**src/rtl/oqr_pkg.sv**
```systemverilog
`timescale 1ns / 1ps

package oqr_pkg;

   localparam int ID_W = 31;

   typedef enum logic [1:0] {
      OP_APPEND = 2'd0,
      OP_REMOVE = 2'd1,
      OP_LIST   = 2'd2,
      OP_NONE   = 2'd3
   } op_type;

   typedef enum logic [1:0] {
      STAT_OK        = 2'd0,
      STAT_FULL      = 2'd1,
      STAT_NOT_FOUND = 2'd2,
      STAT_EMPTY     = 2'd3
   } status_type;

   typedef enum logic [1:0] {
      CELL_HOLD,
      CELL_APPEND,
      CELL_REMOVE,
      CELL_ROTATE
   } cell_cmd_type;

   typedef enum logic {
      FSM_IDLE,
      FSM_LIST
   } fsm_type;

   typedef struct packed {
      cell_cmd_type    cmd;
      logic [ID_W-1:0] id;
   } cell_ctrl_type;

endpackage

```
**src/rtl/oqr_cell.sv**
```systemverilog
`timescale 1ns / 1ps

module oqr_cell
   import oqr_pkg::*;
#(
   parameter int INDEX   = 0,
   parameter int COUNT_W = 5
) (
   input  logic                clock,
   input  cell_ctrl_type       ctrl,
   input  logic [COUNT_W-1:0]  count,
   input  logic                hit_in,
   input  logic [ID_W-1:0]     next_id,
   input  logic [ID_W-1:0]     head_id,
   output logic [ID_W-1:0]     id_out,
   output logic                hit_out
);

   logic [ID_W-1:0] id_ff;
   logic [ID_W-1:0] id_in;
   logic            occupied;
   logic            is_tail;
   logic            is_last_occ;

   assign occupied    = COUNT_W'(INDEX) < count;
   assign is_tail     = COUNT_W'(INDEX) == count;
   assign is_last_occ = COUNT_W'(INDEX + 1) == count;
   assign hit_out     = hit_in | (occupied && (id_ff == ctrl.id));
   assign id_out      = id_ff;

   always_comb begin
      id_in = id_ff;
      case (ctrl.cmd)
         CELL_APPEND: begin
            if (is_tail) begin
               id_in = ctrl.id;
            end
         end
         CELL_REMOVE: begin
            if (hit_out) begin
               id_in = next_id;
            end
         end
         CELL_ROTATE: begin
            if (is_last_occ) begin
               id_in = head_id;
            end else begin
               id_in = next_id;
            end
         end
         default: begin
            id_in = id_ff;
         end
      endcase
   end

   always_ff @(posedge clock) begin
      id_ff <= id_in;
   end

endmodule

```
**src/rtl/ordered_queue_with_remove_by_id.sv**
```systemverilog
// Ordered queue of ids, oldest first, held in a row of cells. A transaction is taken when start
// is high and busy is low. Append, remove and any other code give one result in the next cycle
// and leave busy low, so one such transaction can be taken in every cycle. Remove compares every
// cell against the request id in the same cycle and closes the gap by shifting the cells above
// the first match toward the head; append fills the tail cell. A list of n stored ids holds busy
// high and gives n results back to back, the first registered after the list state is entered
// and the last, marked by rsp_is_last, as busy falls; the ids come out of the head cell as the
// chain rotates by one cell per cycle, which leaves the order unchanged when it ends. A list of
// an empty queue gives a single result with the empty status. Results are shown for one cycle on
// rsp_valid and cannot be held off, so the receiver must take each one as it appears.
`timescale 1ns / 1ps

module ordered_queue_with_remove_by_id
   import oqr_pkg::*;
#(
   parameter int QUEUE_DEPTH = 16
) (
   input  logic                              clock,
   input  logic                              reset,
   input  logic                              start,
   output logic                              busy,
   input  logic [1:0]                        req_op,
   input  logic [ID_W-1:0]                   req_item_id,
   output logic                              rsp_valid,
   output logic [1:0]                        rsp_status,
   output logic [ID_W-1:0]                   rsp_out_id,
   output logic [$clog2(QUEUE_DEPTH+1)-1:0]  rsp_fill_count,
   output logic                              rsp_is_last
);

   localparam int COUNT_W = $clog2(QUEUE_DEPTH + 1);

   fsm_type             state_ff, state_in;
   logic [COUNT_W-1:0]  count_ff, count_in;
   logic [COUNT_W-1:0]  remain_ff, remain_in;
   logic                rsp_valid_ff, rsp_valid_in;
   status_type          rsp_status_ff, rsp_status_in;
   logic [ID_W-1:0]     rsp_id_ff, rsp_id_in;
   logic [COUNT_W-1:0]  rsp_count_ff;
   logic                rsp_last_ff, rsp_last_in;
   cell_ctrl_type       cell_ctrl;
   logic [ID_W-1:0]     cell_id [QUEUE_DEPTH];
   logic [QUEUE_DEPTH:0] hit;
   logic                full;

   assign hit[0] = 1'b0;
   assign full   = count_ff == COUNT_W'(QUEUE_DEPTH);

   for (genvar i = 0; i < QUEUE_DEPTH; i++) begin : g_cell
      logic [ID_W-1:0] next_id;
      if (i == QUEUE_DEPTH - 1) begin : g_end
         assign next_id = cell_id[i];
      end else begin : g_mid
         assign next_id = cell_id[i+1];
      end
      oqr_cell #(
         .INDEX   (i),
         .COUNT_W (COUNT_W)
      ) u_cell (
         .clock   (clock),
         .ctrl    (cell_ctrl),
         .count   (count_ff),
         .hit_in  (hit[i]),
         .next_id (next_id),
         .head_id (cell_id[0]),
         .id_out  (cell_id[i]),
         .hit_out (hit[i+1])
      );
   end

   always_ff @(posedge clock) begin
      if (reset) begin
         state_ff     <= FSM_IDLE;
         count_ff     <= '0;
         remain_ff    <= '0;
         rsp_valid_ff <= 1'b0;
      end else begin
         state_ff     <= state_in;
         count_ff     <= count_in;
         remain_ff    <= remain_in;
         rsp_valid_ff <= rsp_valid_in;
      end
   end

   always_ff @(posedge clock) begin
      rsp_status_ff <= rsp_status_in;
      rsp_id_ff     <= rsp_id_in;
      rsp_count_ff  <= count_in;
      rsp_last_ff   <= rsp_last_in;
   end

   always_comb begin
      state_in      = state_ff;
      count_in      = count_ff;
      remain_in     = remain_ff;
      rsp_valid_in  = 1'b0;
      rsp_status_in = STAT_OK;
      rsp_id_in     = req_item_id;
      rsp_last_in   = 1'b1;
      cell_ctrl.cmd = CELL_HOLD;
      cell_ctrl.id  = req_item_id;
      case (state_ff)
         FSM_IDLE: begin
            if (start) begin
               case (op_type'(req_op))
                  OP_APPEND: begin
                     rsp_valid_in = 1'b1;
                     if (full) begin
                        rsp_status_in = STAT_FULL;
                     end else begin
                        cell_ctrl.cmd = CELL_APPEND;
                        count_in      = count_ff + 1'b1;
                     end
                  end
                  OP_REMOVE: begin
                     rsp_valid_in = 1'b1;
                     if (count_ff == '0) begin
                        rsp_status_in = STAT_EMPTY;
                     end else if (!hit[QUEUE_DEPTH]) begin
                        rsp_status_in = STAT_NOT_FOUND;
                     end else begin
                        cell_ctrl.cmd = CELL_REMOVE;
                        count_in      = count_ff - 1'b1;
                     end
                  end
                  OP_LIST: begin
                     if (count_ff == '0) begin
                        rsp_valid_in  = 1'b1;
                        rsp_status_in = STAT_EMPTY;
                        rsp_id_in     = '0;
                     end else begin
                        state_in  = FSM_LIST;
                        remain_in = count_ff;
                     end
                  end
                  default: begin
                     rsp_valid_in = 1'b1;
                  end
               endcase
            end
         end
         FSM_LIST: begin
            rsp_valid_in  = 1'b1;
            rsp_id_in     = cell_id[0];
            rsp_last_in   = remain_ff == COUNT_W'(1);
            cell_ctrl.cmd = CELL_ROTATE;
            remain_in     = remain_ff - 1'b1;
            if (remain_ff == COUNT_W'(1)) begin
               state_in = FSM_IDLE;
            end
         end
         default: begin
            state_in = FSM_IDLE;
         end
      endcase
   end

   assign busy           = state_ff == FSM_LIST;
   assign rsp_valid      = rsp_valid_ff;
   assign rsp_status     = rsp_status_ff;
   assign rsp_out_id     = rsp_id_ff;
   assign rsp_fill_count = rsp_count_ff;
   assign rsp_is_last    = rsp_last_ff;

   a_count_bound: assert property (@(posedge clock) disable iff (reset)
      count_ff <= COUNT_W'(QUEUE_DEPTH))
      else $error("Fill count exceeds the queue depth.");

   a_list_remain: assert property (@(posedge clock) disable iff (reset)
      state_ff == FSM_LIST |-> (remain_ff != '0) && (remain_ff <= count_ff))
      else $error("List walk counter out of range.");

   a_list_end: assert property (@(posedge clock) disable iff (reset)
      (state_ff == FSM_LIST) && (remain_ff == COUNT_W'(1))
      |=> (state_ff == FSM_IDLE) && rsp_valid_ff && rsp_last_ff)
      else $error("List walk did not end with a final result.");

   a_append_grow: assert property (@(posedge clock) disable iff (reset)
      start && !busy && (req_op == OP_APPEND) && !full
      |=> count_ff == $past(count_ff) + 1'b1)
      else $error("Append did not grow the queue.");

   a_list_count_stable: assert property (@(posedge clock) disable iff (reset)
      (state_ff == FSM_LIST) |=> $stable(count_ff))
      else $error("Fill count changed during a list walk.");

endmodule
```
**config.mk**
```make
export PLATFORM = sky130hd
export DESIGN_NAME = ordered_queue_with_remove_by_id
export DESIGN_NICKNAME = d
export VERILOG_FILES = /design/src/rtl/oqr_pkg.sv /design/src/rtl/oqr_cell.sv /design/src/rtl/ordered_queue_with_remove_by_id.sv
export SDC_FILE = /design/constraint.sdc
export NUM_CORES = 2
export LEC_CHECK = 0
export BUFFER_PORTS_ARGS = -buffer_cell sky130_fd_sc_hd__buf_4
export CORE_MARGIN = 2
export CORE_UTILIZATION = 45
export DETAILED_ROUTE_END_ITERATION = 8
export GPL_TIMING_DRIVEN = 0
export PLACE_DENSITY_LB_ADDON = 0.2
export SLEW_MARGIN = 20
export SYNTH_ARGS = -nofsm -noshare
export SYNTH_HDL_FRONTEND = slang
export SYNTH_SLANG_ARGS = --single-unit
export TNS_END_PERCENT = 5
```
**constraint.sdc**
```tcl
create_clock -name clock -period 4.35 [get_ports clock]
set_clock_uncertainty 0.15 [all_clocks]
set_input_delay 0 -clock clock [delete_from_list [all_inputs] [get_ports clock]]
set_output_delay 0 -clock clock [all_outputs]
set_load 0.02 [all_outputs]
```
* Yosys cells after proc, flatten, opt, wreduce, memory -nomap -nowiden
Cells that the tools add are included.
** Storage, ports and cells
- Bits of input ports :: 36
- Bits in read-only memories :: 0
- Memories :: 0
- Bits in latches :: 0
- Logic and storage cells :: 270
- RAM bits :: 0
- Register bits :: 547
- Output and inout bits :: 41
** Cells by class
- Add/subtract/negate cells :: 3
- Shifts and indexed selects :: 0
- Divide/modulo/power cells :: 0
- Eq/ne operators :: 75
- Bitwise operators :: 17
- Multiply operators :: 0
- Muxes and demuxes :: 97
- Reductions and logical operators :: 38
- Order comparisons :: 16
** Operators by type and width (number)
- 31-bit 2-to-1 mux :: 50
- 31-bit one-hot mux with 3 select lines :: 15
- 31-bit equality test :: 16
- 31-bit one-hot mux with 2 select lines :: 2
- 2-bit by 1-bit inequality test with 1-bit output, second input constant :: 33
- 3-bit AND reduction :: 16
- 4-bit by 5-bit equality test with 1-bit output, first input constant :: 8
- 4-bit by 5-bit < comparator with 1-bit output, first input constant :: 8
- 5-bit 2-to-1 mux :: 8
- 3-bit by 5-bit equality test with 1-bit output, first input constant :: 4
- 3-bit by 5-bit < comparator with 1-bit output, first input constant :: 4
- 5-bit one-hot mux with 2 select lines :: 2
- 1-bit logical AND :: 16
- 1-bit bitwise OR :: 15
- 2-bit 2-to-1 mux :: 6
- 2-bit by 5-bit equality test with 1-bit output, first input constant :: 2
- 1-bit by 5-bit < comparator with 1-bit output, first input constant :: 2
- 2-bit by 5-bit < comparator with 1-bit output, first input constant :: 2
- 5-bit by 1-bit subtractor with 5-bit output, second input constant :: 2
- 1-bit 2-to-1 mux :: 9
- 2-bit one-hot mux with 2 select lines :: 2
- 2-bit equality test, second input constant :: 3
- 2-bit inequality test, second input constant :: 3
- 2-bit one-hot mux with 3 select lines :: 1
- 14 further kinds :: 17

* Depth between registers and ports, before layout
- Depth after elaboration :: 25
- Depth in mapped cells :: 14
- Depth with buffers taken out :: 10

* Modules after synthesis
Synthesis repeated with hierarchy kept, for this count alone.
** Second synthesis, totals
- Cells, all modules :: 3168
- Area total of the unflattened synthesis :: 33987.6 um2
** By module, submodules not included
- ordered_queue_with_remove_by_id :: instances 1, sequential area each 1021.0 um2, cells each 208, area each 2130.8 um2
- oqr_cell (g_cell[11].u_cell) :: instances 1, sequential area each 930.9 um2, cells each 189, area each 2018.2 um2
- oqr_cell (g_cell[4].u_cell) :: instances 1, sequential area each 930.9 um2, cells each 186, area each 2015.7 um2
- oqr_cell (g_cell[10].u_cell) :: instances 1, sequential area each 930.9 um2, cells each 187, area each 2009.4 um2
- oqr_cell (g_cell[1].u_cell) :: instances 1, sequential area each 930.9 um2, cells each 186, area each 2004.4 um2
- oqr_cell (g_cell[13].u_cell) :: instances 1, sequential area each 930.9 um2, cells each 184, area each 2001.9 um2
- oqr_cell (g_cell[8].u_cell) :: instances 1, sequential area each 930.9 um2, cells each 185, area each 2001.9 um2
- oqr_cell (g_cell[0].u_cell) :: instances 1, sequential area each 930.9 um2, cells each 185, area each 2000.7 um2
- oqr_cell (g_cell[9].u_cell) :: instances 1, sequential area each 930.9 um2, cells each 184, area each 1998.2 um2
- oqr_cell (g_cell[12].u_cell) :: instances 1, sequential area each 930.9 um2, cells each 186, area each 1994.4 um2
- oqr_cell (g_cell[14].u_cell) :: instances 1, sequential area each 930.9 um2, cells each 186, area each 1991.9 um2
- oqr_cell (g_cell[6].u_cell) :: instances 1, sequential area each 930.9 um2, cells each 186, area each 1985.7 um2
- oqr_cell (g_cell[7].u_cell) :: instances 1, sequential area each 930.9 um2, cells each 182, area each 1984.4 um2
- oqr_cell (g_cell[2].u_cell) :: instances 1, sequential area each 930.9 um2, cells each 185, area each 1978.1 um2
- 3 more rows

* Worst setup path before layout
No wires, ideal clock.
- Path kind :: register to register
- Start :: register count_ff[0]
- End :: register g_cell[15].u_cell.id_ff[0], enable pin
- Library setup time :: 0.462 ns
- Cell stages (with the launch flop) :: 8
- Slack :: -0.182 ns
- Buffers on the path :: 2
- Required time :: 3.738 ns
- Period minus slack after synthesis :: 4.532 ns
- Arrival :: 3.920 ns
- Cells stage by stage :: dfxtp_1 > clkbuf_1 > inv_1 > ha_1 > clkbuf_1 > a311oi_1 > nand2_1 > o21ai_0
** On the way
- Cells in the longest elaborated chain, start to end :: 25
- Elaborated cells between the ends (all ways) :: 63
- Classes of those cells :: order compare: 16; eq/ne: 7; mux: 6; bitwise: 15; reduce/logical: 19
** Ends and longest elaborated chain
- start: declaration :: RTL line ordered_queue_with_remove_by_id.sv:34 : logic [COUNT_W-1:0] count_ff, count_in;
- start signal: assignment :: RTL line ordered_queue_with_remove_by_id.sv:79 : count_ff <= count_in;
- 1-bit by 5-bit < comparator with 1-bit output :: RTL line oqr_cell.sv:25 : assign occupied = COUNT_W'(INDEX) < count;
- 1-bit logical AND :: RTL line oqr_cell.sv:28 : assign hit_out = hit_in | (occupied && (id_ff == ctrl.id));
- 1-bit bitwise OR (15 in a row) :: RTL line oqr_cell.sv:28
- 2-bit 2-to-1 mux :: RTL line ordered_queue_with_remove_by_id.sv:119 : end else if (!hit[QUEUE_DEPTH]) begin
- 2-bit 2-to-1 mux :: RTL line ordered_queue_with_remove_by_id.sv:117 : if (count_ff == '0) begin
- 2-bit one-hot mux with 2 select lines :: RTL line ordered_queue_with_remove_by_id.sv:105 : case (op_type'(req_op))
- 2-bit 2-to-1 mux :: RTL line ordered_queue_with_remove_by_id.sv:104 : if (start) begin
- 2-bit one-hot mux with 2 select lines :: RTL line ordered_queue_with_remove_by_id.sv:102 : case (state_ff)
- 2-bit equality test or 2-bit by 1-bit equality test with 1-bit output (tied branches) :: RTL line oqr_cell.sv:33 : case (ctrl.cmd)
- 2-bit by 1-bit inequality test with 1-bit output (no line) or 2-bit nonzero test (tied branches)
- 3-bit AND reduction (no line) *
- end signal: assignment :: RTL line oqr_cell.sv:58 : id_ff <= id_in;
- end: declaration :: RTL line oqr_cell.sv:19 : logic [ID_W-1:0] id_ff;
Every way passes the cells marked *; elsewhere a longest branch is shown, timed or not.
A chain may end at the register's enable or synchronous reset.

* Worst setup path in the final report
- Start :: input port req_item_id[25]
- End :: register g_cell[11].u_cell.id_ff[12], enable pin
** On the way
- Cells in the longest elaborated chain, start to end :: 25
- Elaborated cells between the ends (all ways) :: 59
- Classes of those cells :: eq/ne: 21; mux: 5; bitwise: 15; reduce/logical: 18
** Ends and longest elaborated chain
- start: declaration :: RTL line ordered_queue_with_remove_by_id.sv:23 : input logic [ID_W-1:0] req_item_id,
- 31-bit equality test :: RTL line oqr_cell.sv:28
- 1-bit logical AND :: RTL line oqr_cell.sv:28
- 1-bit bitwise OR (15 in a row) :: RTL line oqr_cell.sv:28
- 2-bit 2-to-1 mux :: RTL line ordered_queue_with_remove_by_id.sv:119
- 2-bit 2-to-1 mux :: RTL line ordered_queue_with_remove_by_id.sv:117
- 2-bit one-hot mux with 2 select lines :: RTL line ordered_queue_with_remove_by_id.sv:105
- 2-bit 2-to-1 mux :: RTL line ordered_queue_with_remove_by_id.sv:104
- 2-bit one-hot mux with 2 select lines :: RTL line ordered_queue_with_remove_by_id.sv:102
- 2-bit equality test or 2-bit by 1-bit equality test with 1-bit output (tied branches) :: RTL line oqr_cell.sv:33
- 2-bit by 1-bit inequality test with 1-bit output (no line) or 3-bit nonzero test (tied branches)
- 3-bit AND reduction (no line) *
- end signal: assignment :: RTL line oqr_cell.sv:58
- end: declaration :: RTL line oqr_cell.sv:19
Marks and branches as above.

==> results by group <==
Status
  • Status: complete, but fails checks
  • Failing checks: setup timing

Setup path
  • Most used cell along the critical path: buf_4
  • CP max stage cell: a31oi_4
  • Startpoint Class: input pin
  • Crit Path Category: in -> reg
  • Bufs and invs on worst path: 6
  • R2r setup slk: -80 ps
  • RR Startpoint: g_cell[7].u_cell.id_out[25]
  • Worst Setup End Kind: flip-flop
  • R2R Path End: g_cell[11].u_cell.id_out[12]
  • CP cell instances: dlygate4sd3_1 > buf_4 > buf_4 > xor2_1 > nor4_1 > nand4_1 > o32ai_2 > and4bb_2 > nand4b_4 > buf_4 > and3_1 > buf_4 > a311oi_1 > a31oi_4 > buf_16
  • Worst Path Arrival: 4620 ps
  • Max FO, Critical Path: 16
  • Max incr delay on CP: 590 ps
  • Worst r2r path cells: 12
  • Top delay family on crit path: buffers and inverters
  • CP Data Required Time: 4520 ps

Timing
  • Least-Margin Pin Slew: 1260 ps
  • Slew headroom: 0.161
  • Final Max Tran Viols: 0
  • Peak Freq: 0.225 GHz
  • RSZ-0062 raised after global routing: yes
  • Tmin final: 4450 ps
  • Count of final setup violators: 123
  • Worst hold slack: 43.8 ps
  • Final Hold Viols: 0
  • Setup WS post-layout: -100 ps
  • Crit share post-route: 1.02

Detailed routing
  • DR iter-0 viols: 4141
  • Number of remaining DRC errors: 0
  • Wire per inst: 37.6 µm
  • Vias per cell: 6.59
  • Pre-antenna DRT Iters: 8
  • Routed Wire Length: 170 mm
  • Post-DRT Antenna Nets: 0
  • Via count: 29800

Global routing
  • Largest net degree at the start of global routing: 27
  • Initial antenna violation count: 2
  • All-Layer GR Usage: 0.388
  • First-pass GRT wire length: 232 mm
  • GR Overflow Total: 0
  • Vias in the first global route: 28500

Clocking
  • Clk sinks: 547
  • Clock root buffer: clkbuf_16
  • H-tree Lvls: 3
  • Reg clk slew, reported paths: 50 ps
  • CTS tree: yes
  • Cts bufs inserted: 71
  • CTS max path bufs: 3
  • Clock Latency Late Sink: 640 ps

Cells and area
  • Area occupied by registers: 15900 µm²
  • Share of cells above drive strength 1: 0.389
  • Nets@finish: 3431
  • Area of the multi-input gates: 20000 µm²
  • Post-layout util: 0.519
  • Area Overhead vs Synth: 14.4%
  • Count of non-filler cells in the finished layout: 4525
  • Layout fillers: 7266
  • Final Instance Area: 43300 µm²

Die
  • Initial Util: 0.454
  • Die width: 294 µm
  • Cell Rows: 106
  • Overall die area: 86400 µm²
  • Core Footprint: 83400 µm²
  • IO Count: 77
  • Die Ht: 294 µm

Synthesis
  • Synth Flop Type: edfxtp_1
  • Yosys warning count: 0
  • Yosys reg bits: 547
  • Asr flop ratio synth: 0
  • Post-synth top cells: 496 x edfxtp_1, 486 x nand2_1, 465 x mux2_2
  • Post-synth EDFFs: 496
  • Share of the synthesized area in the top cell type: 0.394
  • Avg Cell Area, Syn: 11.8 µm²
  • Post-synth top area cell: edfxtp_1
  • Syn Inst Count: 3211
  • Count leader, synth: edfxtp_1
  • Library cells used by synthesis: 68
  • Seq/Total Area, Yosys: 0.420
  • Mapped cell area: 37800 µm²
  • Area contributors post-synth: edfxtp_1 39%, mux2_2 14%, a22oi_2 13%
  • Synthesized net count: 3254

Power and ir drop
  • Sequential power share: 0.451
  • P_int: 9.46 mW
  • P_sw: 3.52 mW
  • Total Power: 13.0 mW
  • Static Leak: 15.0 nW
  • PwrDens: 300 nW/µm²
  • Comb pwr share: 0.102
  • Clock power frac: 0.448
  • Worst VDD drop: 0.000291 V
  • Sw Share: 0.271

Hold path
  • Hold endpoint: rsp_out_id[2]
  • Hold wc startpoint: req_item_id[2]
  • Worst min path class: in -> reg
  • Worst hold path cell count: 3

Placement
  • Port buffer count: 43
  • Cell Area, Placed: 40200 µm²
  • DPL Wire Length: 133 mm
  • Placed insts: 4357
  • RePlAce Congestion: 1.08

Flow run
  • Max Cap Viol: 0
==> layer usage <==
layer / wire length (µm) / track usage
met5: 12 / 0
met4: 15100 / 0.289
met3: 15400 / 0.0566
met2: 72500 / 0.569
met1: 67100 / 0.520
==> tightest hold or removal path, stage by stage <==
cell    delay [ps]
buf_4          210
buf_4          260
a22o_1         270
==> layout by cell type (no fill, tap or decap), types with 19 or more instances in the layout <==
cell	n
a21oi_1	20
nor4_1	78
nand3_1	19
buf_6	27
clkinv_1	22
dlygate4sd3_1	33
xnor2_1	91
a22oi_1	34
nand2_2	21
nor3_1	22
o21ai_0	30
a22o_1	31
nand2_1	485
xor2_1	396
buf_2	78
clkbuf_1	129
edfxtp_1	496
buf_12	49
dfxtp_1	49
nand4_1	44
a22oi_2	402
inv_1	37
buf_4	103
clkbuf_16	74
mux2_2	465
==> stage by stage <==
step                 TNS, ps  setup slack (ps)
finish                 -5310              -100
global route           -2410             -57.9
CTS                        0              3.04
detailed placement   -594390             -1330
global placement    -1915810             -4160
floorplan             -43350              -169
==> logic make-up after synthesis <==
family,count (synthesis),share of synthesized area
AOI/OAI and AO/OA,574,0.164
DFF,547,0.420
xor gates and xnor gates,497,0.115
buffers and inverters,370,0.0679
adders and majority gates,7,0.00231
and+or+nand+nor,751,0.0916
muxes,465,0.138
==> state kept, by name, indices dropped and copies added, names as in the netlist <==
| name | cells |
|---|---|
| rsp_valid | 1 |
| count_ff | 5 |
| busy | 1 |
| g_cell.u_cell.id_out | 496 |
| rsp_out_id | 31 |
| rsp_fill_count | 5 |
| rsp_is_last | 1 |
| rsp_status | 2 |
| remain_ff | 5 |
==> worst max path at each step <==
stage                                       from                           end  slack (ps)  depth (start not counted)
global placement                     count_ff[0]  g_cell[11].u_cell.id_out[11]       -4160                         12
global route                         count_ff[2]   g_cell[3].u_cell.id_out[12]         -60                         14
CTS                 g_cell[11].u_cell.id_out[15]   g_cell[5].u_cell.id_out[12]           3                         13
floorplan                            count_ff[0]    g_cell[5].u_cell.id_out[0]        -170                         10
detailed placement                   count_ff[0]    g_cell[7].u_cell.id_out[7]       -1330                         13
finish                           req_item_id[25]  g_cell[11].u_cell.id_out[12]        -100                         15
==> repair_timing <==
item	4_1_cts	5_1_grt
hold buffers	33	0
pin swaps	13	6
resized for setup	63	7
buffers inserted	9	6
hold endpoints to repair	68	0
setup endpoints to repair	932	218
==> power by group through the flow <==
stage / Sequential (mW) / Clock (mW) / Combinational [mW]
after floorplan: 5.98 / 0 / 0.634
after global placement: 5.95 / 0 / 1.20
after detailed placement: 5.95 / 0 / 1.22
after CTS: 5.85 / 5.79 / 1.26
after global routing: 5.85 / 5.97 / 1.34
final: 5.85 / 5.81 / 1.32
==> final cells by class <==
type	count	area share
clock buffer	89	0.0450
tap	1080	0.0312
multi-input combinational	2294	0.461
clock inverter	37	0.00546
timing repair buffer	114	0.0306
sequential	547	0.368
inverter	38	0.00338
buffer	322	0.0554
antenna	4	0.000231
Note: power is estimated with default switching activity, not from simulation.
